`src/rtl/rsamx_pkg.sv`:
```
package rsamx_pkg;

   localparam int DATA_W  = 16;
   localparam int CNT_W   = $clog2(DATA_W);
   localparam int OP_W    = 3;
   localparam int CSR_A_W = 2;

   // operation codes
   localparam logic [OP_W-1:0] OP_ENCRYPT  = 3'd0;
   localparam logic [OP_W-1:0] OP_PRIV_POW = 3'd1;
   localparam logic [OP_W-1:0] OP_VERIFY   = 3'd2;
   localparam logic [OP_W-1:0] OP_MASK     = 3'd3;
   localparam logic [OP_W-1:0] OP_UNMASK   = 3'd4;
   localparam logic [OP_W-1:0] OP_UNSIGN   = 3'd5;

   // register indexes
   localparam logic [CSR_A_W-1:0] CSR_PUB_EXP  = 2'd0;
   localparam logic [CSR_A_W-1:0] CSR_PRIV_EXP = 2'd1;
   localparam logic [CSR_A_W-1:0] CSR_MODULUS  = 2'd2;

   localparam logic [DATA_W-1:0] PUB_EXP_RST  = DATA_W'(3);
   localparam logic [DATA_W-1:0] PRIV_EXP_RST = DATA_W'(1);
   localparam logic [DATA_W-1:0] MODULUS_RST  = '0;

   typedef struct packed {
      logic [OP_W-1:0]   op;
      logic [DATA_W-1:0] operand_a;
      logic [DATA_W-1:0] operand_b;
   } req_word_type;

   typedef struct packed {
      logic [DATA_W-1:0] value;
      logic              error;
   } rsp_word_type;

endpackage

```
`src/rtl/rsa_modexp_blind_sign_engine.sv`:
```
// Channel | Ports                          | Direction | Word
// request | req_valid, req_stall, req_data | in        | op, operand_a, operand_b
// result  | rsp_valid, rsp_stall, rsp_data | out       | value, error
// config  | csr_we, csr_index, csr_wdata   | in        | pub/priv exponent, modulus
//
// One word at a time. Each modular multiply runs on the shared shift-add
// unit and each divide on the divider; a power is up to 2*W multiplies,
// an inverse up to ~1.5*W Euclid steps of one divide plus one multiply.
// Modulus below 2 or an unknown op goes straight to the done state.
// Synchronous reset clears control and loads register defaults.
// req_stall is high while a word is in work; a finished result waits in
// the output register and the next request may be taken meanwhile.
module rsa_modexp_blind_sign_engine (
   input  logic                                clock,
   input  logic                                reset,
   input  logic                                req_valid,
   output logic                                req_stall,
   input  rsamx_pkg::req_word_type             req_data,
   output logic                                rsp_valid,
   input  logic                                rsp_stall,
   output rsamx_pkg::rsp_word_type             rsp_data,
   input  logic                                csr_we,
   input  logic [rsamx_pkg::CSR_A_W-1:0]       csr_index,
   input  logic [rsamx_pkg::DATA_W-1:0]        csr_wdata
);
   localparam int W  = rsamx_pkg::DATA_W;
   localparam int CW = rsamx_pkg::CNT_W;

   typedef enum logic [8:0] {
      ST_IDLE    = 9'b000000001,
      ST_RED_A   = 9'b000000010,
      ST_RED_B   = 9'b000000100,
      ST_INV_DIV = 9'b000001000,
      ST_INV_MUL = 9'b000010000,
      ST_POW_MUL = 9'b000100000,
      ST_POW_SQ  = 9'b001000000,
      ST_FIN_MUL = 9'b010000000,
      ST_DONE    = 9'b100000000
   } state_type;

   state_type state_ff, state_in;

   // configuration
   logic [W-1:0] pub_ff, priv_ff, mod_ff;

   // working set for one word
   logic [rsamx_pkg::OP_W-1:0] op_ff, op_in;
   logic [W-1:0] a_ff, a_in, b_ff, b_in, n_ff, n_in;
   logic [W-1:0] ar_ff, ar_in, base_ff, base_in, acc_ff, acc_in;
   logic [W-1:0] exp_ff, exp_in;
   logic [CW-1:0] cnt_ff, cnt_in;
   logic [W-1:0] r_ff, r_in, nr_ff, nr_in, t_ff, t_in, nt_ff, nt_in;
   logic [W-1:0] q_ff, q_in, rn_ff, rn_in;
   logic [W-1:0] val_ff, val_in;
   logic         err_ff, err_in;
   logic         launch_ff, launch_in;

   // result register
   rsamx_pkg::rsp_word_type rsp_ff, rsp_in;
   logic                    rsp_valid_ff, rsp_valid_in;

   // shared units
   logic [W-1:0] mx, my, prod, dnum, dden, quo, rem;
   logic         mul_done, div_done;
   logic [W-1:0] sub_res;
   logic         accept, out_free;

   assign accept   = req_valid && !req_stall;
   assign out_free = !rsp_valid_ff || !rsp_stall;

   // operand select for the multiplier and the divider
   always_comb begin
      mx   = '0;
      my   = '0;
      dnum = '0;
      dden = '0;
      unique case (state_ff)
         ST_POW_MUL: begin mx = acc_ff;  my = base_ff; end
         ST_POW_SQ:  begin mx = base_ff; my = base_ff; end
         ST_INV_MUL: begin mx = q_ff;    my = nt_ff;   end
         ST_FIN_MUL: begin mx = ar_ff;   my = acc_ff;  end
         ST_RED_A:   begin dnum = a_ff;  dden = n_ff;  end
         ST_RED_B:   begin dnum = b_ff;  dden = n_ff;  end
         ST_INV_DIV: begin dnum = r_ff;  dden = nr_ff; end
         default: ;
      endcase
   end

   rsamx_mulmod u_mul (
      .clock (clock),
      .reset (reset),
      .start (launch_ff && (state_ff == ST_POW_MUL || state_ff == ST_POW_SQ ||
                            state_ff == ST_INV_MUL || state_ff == ST_FIN_MUL)),
      .x     (mx),
      .y     (my),
      .n     (n_ff),
      .done  (mul_done),
      .prod  (prod)
   );

   rsamx_divu u_div (
      .clock (clock),
      .reset (reset),
      .start (launch_ff && (state_ff == ST_RED_A || state_ff == ST_RED_B ||
                            state_ff == ST_INV_DIV)),
      .num   (dnum),
      .den   (dden),
      .done  (div_done),
      .quo   (quo),
      .rem   (rem)
   );

   // Euclid coefficient update: (t - q*nt) mod n
   assign sub_res = (t_ff >= prod) ? t_ff - prod : t_ff + (n_ff - prod);

   always_comb begin
      state_in  = state_ff;
      op_in     = op_ff;
      a_in      = a_ff;
      b_in      = b_ff;
      n_in      = n_ff;
      ar_in     = ar_ff;
      base_in   = base_ff;
      acc_in    = acc_ff;
      exp_in    = exp_ff;
      cnt_in    = cnt_ff;
      r_in      = r_ff;
      nr_in     = nr_ff;
      t_in      = t_ff;
      nt_in     = nt_ff;
      q_in      = q_ff;
      rn_in     = rn_ff;
      val_in    = val_ff;
      err_in    = err_ff;
      launch_in = 1'b0;
      rsp_in       = rsp_ff;
      rsp_valid_in = rsp_valid_ff && rsp_stall;

      unique case (state_ff)
         ST_IDLE: begin
            if (accept) begin
               op_in  = req_data.op;
               a_in   = req_data.operand_a;
               b_in   = req_data.operand_b;
               n_in   = mod_ff;
               val_in = '0;
               err_in = 1'b0;
               if (mod_ff < W'(2)) begin
                  err_in   = 1'b1;
                  state_in = ST_DONE;
               end else if (req_data.op > rsamx_pkg::OP_UNSIGN) begin
                  state_in = ST_DONE;
               end else begin
                  state_in  = ST_RED_A;
                  launch_in = 1'b1;
               end
            end
         end
         ST_RED_A: begin
            if (div_done) begin
               ar_in     = rem;
               state_in  = ST_RED_B;
               launch_in = 1'b1;
            end
         end
         ST_RED_B: begin
            if (div_done) begin
               acc_in = W'(1);
               cnt_in = CW'(W - 1);
               unique case (op_ff)
                  rsamx_pkg::OP_ENCRYPT, rsamx_pkg::OP_PRIV_POW: begin
                     base_in   = ar_ff;
                     exp_in    = (op_ff == rsamx_pkg::OP_ENCRYPT) ? pub_ff : priv_ff;
                     state_in  = exp_in[0] ? ST_POW_MUL : ST_POW_SQ;
                     launch_in = 1'b1;
                  end
                  rsamx_pkg::OP_VERIFY, rsamx_pkg::OP_MASK: begin
                     base_in   = rem;
                     exp_in    = pub_ff;
                     state_in  = pub_ff[0] ? ST_POW_MUL : ST_POW_SQ;
                     launch_in = 1'b1;
                  end
                  default: begin
                     // inverse: r = n, nr = b mod n, t = 0, nt = 1
                     r_in  = n_ff;
                     nr_in = rem;
                     t_in  = '0;
                     nt_in = W'(1);
                     if (rem == '0) begin
                        err_in   = 1'b1;
                        state_in = ST_DONE;
                     end else begin
                        state_in  = ST_INV_DIV;
                        launch_in = 1'b1;
                     end
                  end
               endcase
            end
         end
         ST_INV_DIV: begin
            if (div_done) begin
               // quotient can equal n only on the first step; it is 0 mod n
               q_in      = (quo == n_ff) ? '0 : quo;
               rn_in     = rem;
               state_in  = ST_INV_MUL;
               launch_in = 1'b1;
            end
         end
         ST_INV_MUL: begin
            if (mul_done) begin
               t_in  = nt_ff;
               nt_in = sub_res;
               r_in  = nr_ff;
               nr_in = rn_ff;
               if (rn_ff != '0) begin
                  state_in  = ST_INV_DIV;
                  launch_in = 1'b1;
               end else if (nr_ff != W'(1)) begin
                  err_in   = 1'b1;
                  state_in = ST_DONE;
               end else if (op_ff == rsamx_pkg::OP_UNMASK) begin
                  base_in   = nt_ff;
                  acc_in    = W'(1);
                  exp_in    = pub_ff;
                  cnt_in    = CW'(W - 1);
                  state_in  = pub_ff[0] ? ST_POW_MUL : ST_POW_SQ;
                  launch_in = 1'b1;
               end else begin
                  acc_in    = nt_ff;
                  state_in  = ST_FIN_MUL;
                  launch_in = 1'b1;
               end
            end
         end
         ST_POW_MUL: begin
            if (mul_done) begin
               acc_in    = prod;
               state_in  = ST_POW_SQ;
               launch_in = 1'b1;
            end
         end
         ST_POW_SQ: begin
            if (mul_done) begin
               base_in = prod;
               if (cnt_ff != '0) begin
                  cnt_in    = cnt_ff - 1'b1;
                  exp_in    = exp_ff >> 1;
                  state_in  = exp_ff[1] ? ST_POW_MUL : ST_POW_SQ;
                  launch_in = 1'b1;
               end else if (op_ff == rsamx_pkg::OP_VERIFY) begin
                  // unreduced operand a, so a >= n never matches
                  val_in   = (acc_ff == a_ff) ? W'(1) : '0;
                  state_in = ST_DONE;
               end else if (op_ff == rsamx_pkg::OP_MASK || op_ff == rsamx_pkg::OP_UNMASK) begin
                  state_in  = ST_FIN_MUL;
                  launch_in = 1'b1;
               end else begin
                  val_in   = acc_ff;
                  state_in = ST_DONE;
               end
            end
         end
         ST_FIN_MUL: begin
            if (mul_done) begin
               val_in   = prod;
               state_in = ST_DONE;
            end
         end
         ST_DONE: begin
            if (out_free) begin
               rsp_in.value = val_ff;
               rsp_in.error = err_ff;
               rsp_valid_in = 1'b1;
               state_in     = ST_IDLE;
            end
         end
         default: state_in = ST_IDLE;
      endcase
   end

   always_ff @(posedge clock) begin
      if (reset) begin
         state_ff     <= ST_IDLE;
         launch_ff    <= 1'b0;
         rsp_valid_ff <= 1'b0;
         pub_ff       <= rsamx_pkg::PUB_EXP_RST;
         priv_ff      <= rsamx_pkg::PRIV_EXP_RST;
         mod_ff       <= rsamx_pkg::MODULUS_RST;
      end else begin
         state_ff     <= state_in;
         launch_ff    <= launch_in;
         rsp_valid_ff <= rsp_valid_in;
         if (csr_we) begin
            unique case (csr_index)
               rsamx_pkg::CSR_PUB_EXP:  pub_ff  <= csr_wdata;
               rsamx_pkg::CSR_PRIV_EXP: priv_ff <= csr_wdata;
               rsamx_pkg::CSR_MODULUS:  mod_ff  <= csr_wdata;
               default: ;
            endcase
         end
      end
   end

   always_ff @(posedge clock) begin
      op_ff   <= op_in;
      a_ff    <= a_in;
      b_ff    <= b_in;
      n_ff    <= n_in;
      ar_ff   <= ar_in;
      base_ff <= base_in;
      acc_ff  <= acc_in;
      exp_ff  <= exp_in;
      cnt_ff  <= cnt_in;
      r_ff    <= r_in;
      nr_ff   <= nr_in;
      t_ff    <= t_in;
      nt_ff   <= nt_in;
      q_ff    <= q_in;
      rn_ff   <= rn_in;
      val_ff  <= val_in;
      err_ff  <= err_in;
      rsp_ff  <= rsp_in;
   end

   assign req_stall = (state_ff != ST_IDLE);
   assign rsp_valid = rsp_valid_ff;
   assign rsp_data  = rsp_ff;
endmodule

```
`src/rtl/rsamx_mulmod.sv`:
```
// Shift-add modular multiplier, one multiplier bit per cycle, MSB first.
// Needs x < n; result valid with done.
module rsamx_mulmod (
   input  logic                             clock,
   input  logic                             reset,
   input  logic                             start,
   input  logic [rsamx_pkg::DATA_W-1:0]     x,
   input  logic [rsamx_pkg::DATA_W-1:0]     y,
   input  logic [rsamx_pkg::DATA_W-1:0]     n,
   output logic                             done,
   output logic [rsamx_pkg::DATA_W-1:0]     prod
);
   localparam int W = rsamx_pkg::DATA_W;

   logic [W-1:0]                acc_ff, acc_in;
   logic [W-1:0]                x_ff, y_ff, n_ff;
   logic [rsamx_pkg::CNT_W-1:0] cnt_ff;
   logic                        busy_ff, done_ff;
   logic [W:0]                  dbl, dbl_r, sum, sum_r;

   always_comb begin
      dbl    = {acc_ff, 1'b0};
      dbl_r  = (dbl >= {1'b0, n_ff}) ? dbl - {1'b0, n_ff} : dbl;
      sum    = dbl_r + (y_ff[W-1] ? {1'b0, x_ff} : '0);
      sum_r  = (sum >= {1'b0, n_ff}) ? sum - {1'b0, n_ff} : sum;
      acc_in = sum_r[W-1:0];
   end

   always_ff @(posedge clock) begin
      if (reset) begin
         busy_ff <= 1'b0;
         done_ff <= 1'b0;
      end else begin
         done_ff <= busy_ff && (cnt_ff == '0);
         if (start)
            busy_ff <= 1'b1;
         else if (busy_ff && (cnt_ff == '0))
            busy_ff <= 1'b0;
      end
   end

   always_ff @(posedge clock) begin
      if (start) begin
         acc_ff <= '0;
         x_ff   <= x;
         y_ff   <= y;
         n_ff   <= n;
         cnt_ff <= rsamx_pkg::CNT_W'(W - 1);
      end else if (busy_ff) begin
         acc_ff <= acc_in;
         y_ff   <= {y_ff[W-2:0], 1'b0};
         cnt_ff <= cnt_ff - 1'b1;
      end
   end

   assign done = done_ff;
   assign prod = acc_ff;
endmodule

```
`src/rtl/rsamx_divu.sv`:
```
// Restoring divider, one quotient bit per cycle. den must be nonzero.
module rsamx_divu (
   input  logic                         clock,
   input  logic                         reset,
   input  logic                         start,
   input  logic [rsamx_pkg::DATA_W-1:0] num,
   input  logic [rsamx_pkg::DATA_W-1:0] den,
   output logic                         done,
   output logic [rsamx_pkg::DATA_W-1:0] quo,
   output logic [rsamx_pkg::DATA_W-1:0] rem
);
   localparam int W = rsamx_pkg::DATA_W;

   logic [W-1:0]                qn_ff, rem_ff, den_ff;
   logic [rsamx_pkg::CNT_W-1:0] cnt_ff;
   logic                        busy_ff, done_ff;
   logic [W:0]                  trial;
   logic                        ge;

   always_comb begin
      trial = {rem_ff, qn_ff[W-1]};
      ge    = (trial >= {1'b0, den_ff});
   end

   always_ff @(posedge clock) begin
      if (reset) begin
         busy_ff <= 1'b0;
         done_ff <= 1'b0;
      end else begin
         done_ff <= busy_ff && (cnt_ff == '0);
         if (start)
            busy_ff <= 1'b1;
         else if (busy_ff && (cnt_ff == '0))
            busy_ff <= 1'b0;
      end
   end

   always_ff @(posedge clock) begin
      if (start) begin
         qn_ff  <= num;
         rem_ff <= '0;
         den_ff <= den;
         cnt_ff <= rsamx_pkg::CNT_W'(W - 1);
      end else if (busy_ff) begin
         qn_ff  <= {qn_ff[W-2:0], ge};
         rem_ff <= ge ? W'(trial - {1'b0, den_ff}) : trial[W-1:0];
         cnt_ff <= cnt_ff - 1'b1;
      end
   end

   assign done = done_ff;
   assign quo  = qn_ff;
   assign rem  = rem_ff;
endmodule

```
`config.mk`:
```
export PLATFORM = sky130hd
export DESIGN_NAME = rsa_modexp_blind_sign_engine
export DESIGN_NICKNAME = d
export VERILOG_FILES = /design/src/rtl/rsamx_pkg.sv /design/src/rtl/rsa_modexp_blind_sign_engine.sv /design/src/rtl/rsamx_mulmod.sv /design/src/rtl/rsamx_divu.sv
export SDC_FILE = /design/constraint.sdc
export NUM_CORES = 1
export LEC_CHECK = 0
export BUFFER_PORTS_ARGS = -buffer_cell sky130_fd_sc_hd__buf_2
export CAP_MARGIN = 15
export CORE_MARGIN = 1.5
export CORE_UTILIZATION = 45
export DETAILED_ROUTE_END_ITERATION = 10
export GPL_TIMING_DRIVEN = 0
export SETUP_SLACK_MARGIN = 0.15
export SKIP_LAST_GASP = 1
export SLEW_MARGIN = 20
export SYNTH_ARGS = -nofsm -noshare
export SYNTH_HDL_FRONTEND = slang
export SYNTH_SLANG_ARGS = --single-unit
```
`constraint.sdc`:
```
create_clock -name clock -period 6.9 [get_ports clock]
set_input_delay 1.035 -clock clock [delete_from_list [all_inputs] [get_ports clock]]
set_output_delay 1.035 -clock clock [all_outputs]
set_load 0.05 [all_outputs]
```
==> results.json, run 1 <==
{
  "io_pins": 77,
  "first_pass_iters": 9,
  "start_util": 0.456,
  "grt_pass1_wl_um": 109000,
  "fin_util": 0.517,
  "insertion_delay_ns": 0.60,
  "cp.arrival_ns": 6.89,
  "multi_input_area_um2": 10100,
  "pwr_density_cell_nw_per_um2": 321,
  "portBuffers": 75,
  "seq_area_frac_synth": 0.521,
  "overflow": 0,
  "crit_path_end_kind": "register",
  "top_usage_layer": "met2",
  "finClkSkew_ns": 0.0219,
  "cap_violations": 0,
  "cts_tree": "done",
  "ant_nets": 0,
  "pwr-share-seq": 0.430,
  "drc": 0,
  "largest_reg_flops": 17,
  "cts.clk_slew.worst_paths_ns": 0.06,
  "die_h_um": 228,
  "status": "completed",
  "slew_violations": 0,
  "place_congestion": 0.935,
  "fillers": 4540,
  "relSlewSlack": 0.291,
  "core_um2": 50200,
  "die_w_um": 228,
  "wire_per_inst_um": 24.2,
  "ys_top_cells_by_area": "edfxtp_1, dfxtp_1, ha_1, nand2_1, a21oi_1",
  "syn2layout_area_growth_pct": 13.4,
  "synth_edf_count": 328,
  "synth.ff_latch_count": 431,
  "numCtsBuffers": 47,
  "dp.cells": 2942,
  "clockBufferDepth": 3,
  "fmax_mhz": 155,
  "grt_util_met2": 0.439,
  "p_comb_frac": 0.266,
  "grt_pass1_vias": 17200,
  "use_met3": 0.0495,
  "place_hpwl_um": 55800,
  "root_buffer": "clkbuf_16",
  "rsz0062_at_grt": "no",
  "ir_worst_vdd_v": 0.000262,
  "instances_no_fill": 3032,
  "hold-worst-slack_ns": 0.423,
  "slowest_stage": "or4b_4",
  "synthCells": 2187,
  "async_flop_share": 0,
  "slowest_delay_ns": 0.54,
  "syn_avg_cell_area_um2": 10.5,
  "cp.required_ns": 7.34,
  "drt_iter0_drc": 2106,
  "synth_cell_types": 75,
  "nets": 2503,
  "final_cell_area_um2": 25900,
  "num_rows": 82,
  "die_area_um2": 52200,
  "synth.largest_area_cell": "edfxtp_1",
  "final_hold_viol_count": 0,
  "synthesis.nets": 2366,
  "viasPerCell": 5.95,
  "crit_type": "reg2reg",
  "min_period_ns": 6.45,
  "grt_max_degree": 39,
  "internal_power_mw": 5.50,
  "seq_area_um2": 11900,
  "clock_sinks": 431,
  "synth_ff_type": "edfxtp_1",
  "routed_wl_um": 73500,
  "switchingPower_mw": 2.83,
  "worst-path-max-fanout": 10,
  "min_path_type": "reg2reg",
  "worst_setup_path_start_kind": "register",
  "dr_total_vias": 18000,
  "place_area_um2": 24300,
  "worstMarginPinSlew_ns": 1.05,
  "fin_crit_sh": 0.936,
  "synth_area_um2": 22900,
  "met1_usage": 0.371,
  "layout-drive-gt1-share": 0.0966,
  "yosysWarnings": 0,
  "finalSetupViolCount": 0,
  "clkPwrFrac": 0.305,
  "antenna_cells": 0,
  "netlist.area_leader.share": 0.430,
  "p_leak_nw": 10.3,
  "switching_share": 0.340,
  "antenna_found_initial": 4,
  "cts_hold_buf": 0,
  "grt_usage": 0.277,
  "power_mw": 8.33,
  "cts_htree_levels": 2
}
## cell usage after synthesis, drive strengths merged (10+ instances only)
cell type  number
edfxtp        328
nand2         307
inv           162
a21oi         151
o21ai         124
dfxtp         103
ha            101
nor2           98
clkbuf         79
xnor2          62
and2           54
xor2           51
a22o           47
a222oi         46
nor3           44
mux2i          40
nand3          34
nor4           29
a21o           23
fa             20
a211o          19
nand4          19
nand2b         18
nor2b          17
a221oi         16
buf            14
o21a           14
o21bai         14
or3            14
a31oi          12
a211oi         11
o211ai         10
## cell families after synthesis
logic type	count (synthesis)	synth area share
AO/OA/AOI/OAI	535	0.158
XOR/XNOR	113	0.0433
adder cells (fa/ha/maj)	121	0.0727
buffers and inverters	255	0.0426
flip-flops	431	0.521
multiplexers	43	0.0190
AND/OR/NAND/NOR	689	0.143
## through the flow
| stage | setup slack (ns) | setup TNS, ns |
|---|---|---|
| finish | 0.445 | 0 |
| global route | 0.169 | 0 |
| floorplan | 1.23 | 0 |
| CTS | 0.192 | 0 |
| global placement | -0.691 | -49.41 |
| detailed placement | -0.606 | -7.19 |
## placed cells by master (no fill, tap or decap), types with 9 or more instances in the layout
cell         n
nor3_1      42
a211o_1     19
buf_2       78
dfxtp_1     88
o21ai_0    121
nand4_1     19
edfxtp_1   328
nand3b_1     9
a22o_1      47
nand2_1    307
a31oi_1     12
a221oi_1    16
and3_1       9
and2_1      53
clkbuf_16   48
inv_1      161
nand3_1     34
nor2b_1     17
o21bai_1    14
mux2i_1     40
clkbuf_1    87
nor2_1      95
a222oi_1    46
xnor2_1     62
o21a_1      14
nor4_1      28
or3_1       14
buf_1       10
a211oi_1    11
a21oi_1    144
nand2b_1    18
dfxtp_2     14
fa_1        20
xor2_1      51
a21o_1      23
o211ai_1    10
ha_1        97
## area by class of cell
class | instances | share of cell area
timing repair buffer | 88 | 0.0205
clock buffer | 63 | 0.0500
buffer | 93 | 0.0145
clock inverter | 22 | 0.00897
multi-input combinational | 1501 | 0.390
inverter | 162 | 0.0234
tap | 672 | 0.0324
sequential | 431 | 0.460
## path summary, 6_finish.rpt
path	from	endpoint	slack, ns	cells after the start
max	u_mul.prod[3]	u_mul.prod[10]	0.45	28
min	val_ff[15]	rsp_data[16]	0.42	0
max reg2reg	u_mul.prod[3]	u_mul.prod[10]	0.45	28
min reg2reg	val_ff[15]	rsp_data[16]	0.42	0
## power groups by stage
stage	logic, mW	clock network, mW	registers [mW]
2_1_floorplan	1.62	0	3.36
3_3_place_gp	2.08	0	3.62
3_5_place_dp	2.15	0	3.61
4_1_cts	2.17	2.58	3.56
5_1_grt	2.44	2.67	3.59
6_report	2.21	2.54	3.58
## critical path: cells and delay by family (launching register included)
family,cells,cell delay (ns)
multiplexers,1,0.15
adder cells (fa/ha/maj),4,1.14
AO/OA/AOI/OAI,7,1.05
XOR/XNOR,1,0.22
flip-flops,1,0.51
AND/OR/NAND/NOR,10,2.38
buffers and inverters,5,0.84
## routing by layer
metal	part of all wire	routed length, µm
met1	0.41	30400
met2	0.45	33400
met5	0	0
met3	0.088	6490
met4	0.044	3230
## what timing repair did
item | in CTS | in global routing
endpoints found under the setup margin | 16 | 16
pin swaps | 0 | 4
resized for setup | 19 | 21
setup buffers | 0 | 5
Note: power is estimated with default switching activity, not from simulation.
==> inputs of run 2 (changes only) <==
- CORE_ASPECT_RATIO: default -> 1.4
==> run 2 against run 1 <==
Effect of this change:
- setup slack got worse by 0.011 ns
- sequential share of layout area rose by 0.069 points
- clock-buffer cell count fell by 1
- fmax fell by 0.17%
- clock power fell by 7%
- largest power group unchanged
- sequential power barely moved
- global-route usage rose by 0.29 points
- total power fell by 2.0%
- flip-flop and latch count did not move
- die area barely moved
==> results.json, run 2 (synthesis results as in run 1) <==
{
  "instances_no_fill": 3002,
  "clockBufferDepth": 3,
  "io_pins": 77,
  "grt_util_met2": 0.492,
  "top_usage_layer": "met2",
  "place_congestion": 0.982,
  "hold_depth": 0,
  "place_hpwl_um": 57700,
  "die_h_um": 270,
  "r2r_end": "u_mul.prod[11]",
  "antenna_found_initial": 2,
  "overflow": 0,
  "final_common_cell": "edfxtp_1",
  "worst_setup_path_start_kind": "register",
  "numCtsBuffers": 44,
  "viasPerCell": 5.93,
  "crit_type": "reg2reg",
  "root_buffer": "clkbuf_16",
  "grt_usage": 0.280,
  "clock_sinks": 431,
  "insertion_delay_ns": 0.57,
  "fillers": 4508,
  "fmax_mhz": 155,
  "dr_total_vias": 17800,
  "wire_per_inst_um": 24.6,
  "grt_pass1_wl_um": 109000,
  "pwr_density_cell_nw_per_um2": 315,
  "cts.clk_slew.worst_paths_ns": 0.07,
  "r2r-start": "u_mul.prod[1]",
  "grt_pass1_vias": 17700,
  "core_um2": 50100,
  "drc": 0,
  "cap_violations": 0,
  "worstMarginPinSlew_ns": 1.06,
  "cts_tree": "done",
  "worst-path-max-fanout": 10,
  "portBuffers": 75,
  "start_util": 0.456,
  "crit_path_end_kind": "register",
  "ir_worst_vdd_v": 0.000277,
  "met1_usage": 0.315,
  "hold_start": "val_ff[6]",
  "finClkSkew_ns": 0.0226,
  "slew_violations": 0,
  "slowest_delay_ns": 0.53,
  "fin_crit_sh": 0.937,
  "first_pass_iters": 9,
  "cp.arrival_ns": 6.88,
  "rsz0062_at_grt": "no",
  "status": "completed",
  "relSlewSlack": 0.291,
  "finalSetupViolCount": 0,
  "hold-worst-slack_ns": 0.423,
  "regToRegSetupSlack_ns": 0.43,
  "largest_reg_flops": 17,
  "hold_path_end": "rsp_data[7]",
  "fin_tns_setup_ns": 0,
  "die_w_um": 194,
  "die_area_um2": 52200,
  "reg2reg_depth": 24,
  "drt_iter0_drc": 1835,
  "ant_nets": 0,
  "setup_ws_ns": 0.434,
  "cp.required_ns": 7.31,
  "cp_cell_sequence": "ha_1 -> o211ai_1 -> a31o_2 -> o41ai_4 -> nor2_4 -> clkbuf_2 -> o21ai_0 -> ha_1 -> a21oi_2 -> nor3b_2 -> or3b_4 -> nor4bb_4 -> nor3_1 -> xnor2_1 -> ha_2 -> nand4_1 -> nor3_1 -> a41oi_1 -> or4b_4 -> a21bo_1 -> buf_6 -> buf_6 -> mux2i_1 -> a21oi_1",
  "use_met3": 0.0328,
  "cts_htree_levels": 2,
  "syn2layout_area_growth_pct": 13.2,
  "mostFrequentLayoutCells": "edfxtp_1, nand2_1, inv_1",
  "pre_cts_ws_ns": -0.545,
  "layout-drive-gt1-share": 0.0992,
  "routed_wl_um": 73800,
  "dp.cells": 2916,
  "slowest_stage": "or4b_4",
  "final_hold_viol_count": 0,
  "grt_max_degree": 39,
  "min_period_ns": 6.47,
  "nets": 2505,
  "min_path_type": "reg2reg",
  "num_rows": 97,
  "p_leak_nw": 10.3
}
==> run 2: critical path: cells and delay by family, from the launching register on <==
kind	cells	cell delay (ns)
buffers and inverters	3	0.51
flip-flops	1	0.42
multiplexers	1	0.15
XOR/XNOR	1	0.19
AO/OA/AOI/OAI	8	2.06
adder cells (fa/ha/maj)	3	1.14
AND/OR/NAND/NOR	8	1.83
==> run 2: worst max path at each step <==
stage	to	slack, ns	cells after the start	start
after floorplan	u_mul.prod[11]	1.23	27	u_mul.prod[3]
after global placement	u_mul.prod[14]	-0.60	25	u_mul.prod[0]
after detailed placement	u_mul.prod[14]	-0.54	25	u_mul.prod[0]
after CTS	u_mul.prod[11]	0.20	28	u_mul.prod[13]
after global routing	u_mul.prod[11]	0.14	26	u_mul.n_ff[1]
final	u_mul.prod[11]	0.43	24	u_mul.prod[1]
==> run 2: layout make-up <==
class	count	area [µm²]	share of cell area
diodes	1	2.50	0.0000966
plain buffers	93	375	0.0145
clock buffers	62	1250	0.0482
clock inverters	16	150	0.00580
inverters	162	608	0.0235
multi-input cells	1501	10200	0.393
flip-flops and latches	431	11900	0.461
well taps	643	805	0.0311
repair buffers	93	614	0.0237
==> run 2: power by group <==
group          switching, mW  internal [mW]
registers              0.436           3.13
clock network           1.02           1.34
logic                   1.33          0.903
==> run 2: metal layers <==
metal  up-vias  wire (µm)
met1      8579      27100
met3       227       4220
li1       8274          -
met2       733      36400
met5         -         18
met4         2       6040
==> run 2: timing repair <==
item | in CTS | in global routing
resized for setup | 21 | 31
buffers inserted | 0 | 7
setup endpoints to repair | 16 | 16
hold buffers | 0 | 0
pin swaps | 0 | 10
==> run 2: per-stage QoR <==
stage	instance area, µm²	utilization	power, mW
final	25900	0.517	8.17
after global placement	24100	0.480	5.72
after detailed placement	24300	0.485	5.79
after floorplan	22900	-	4.97
after CTS	25700	0.514	8.15
after global routing	25900	0.517	8.53
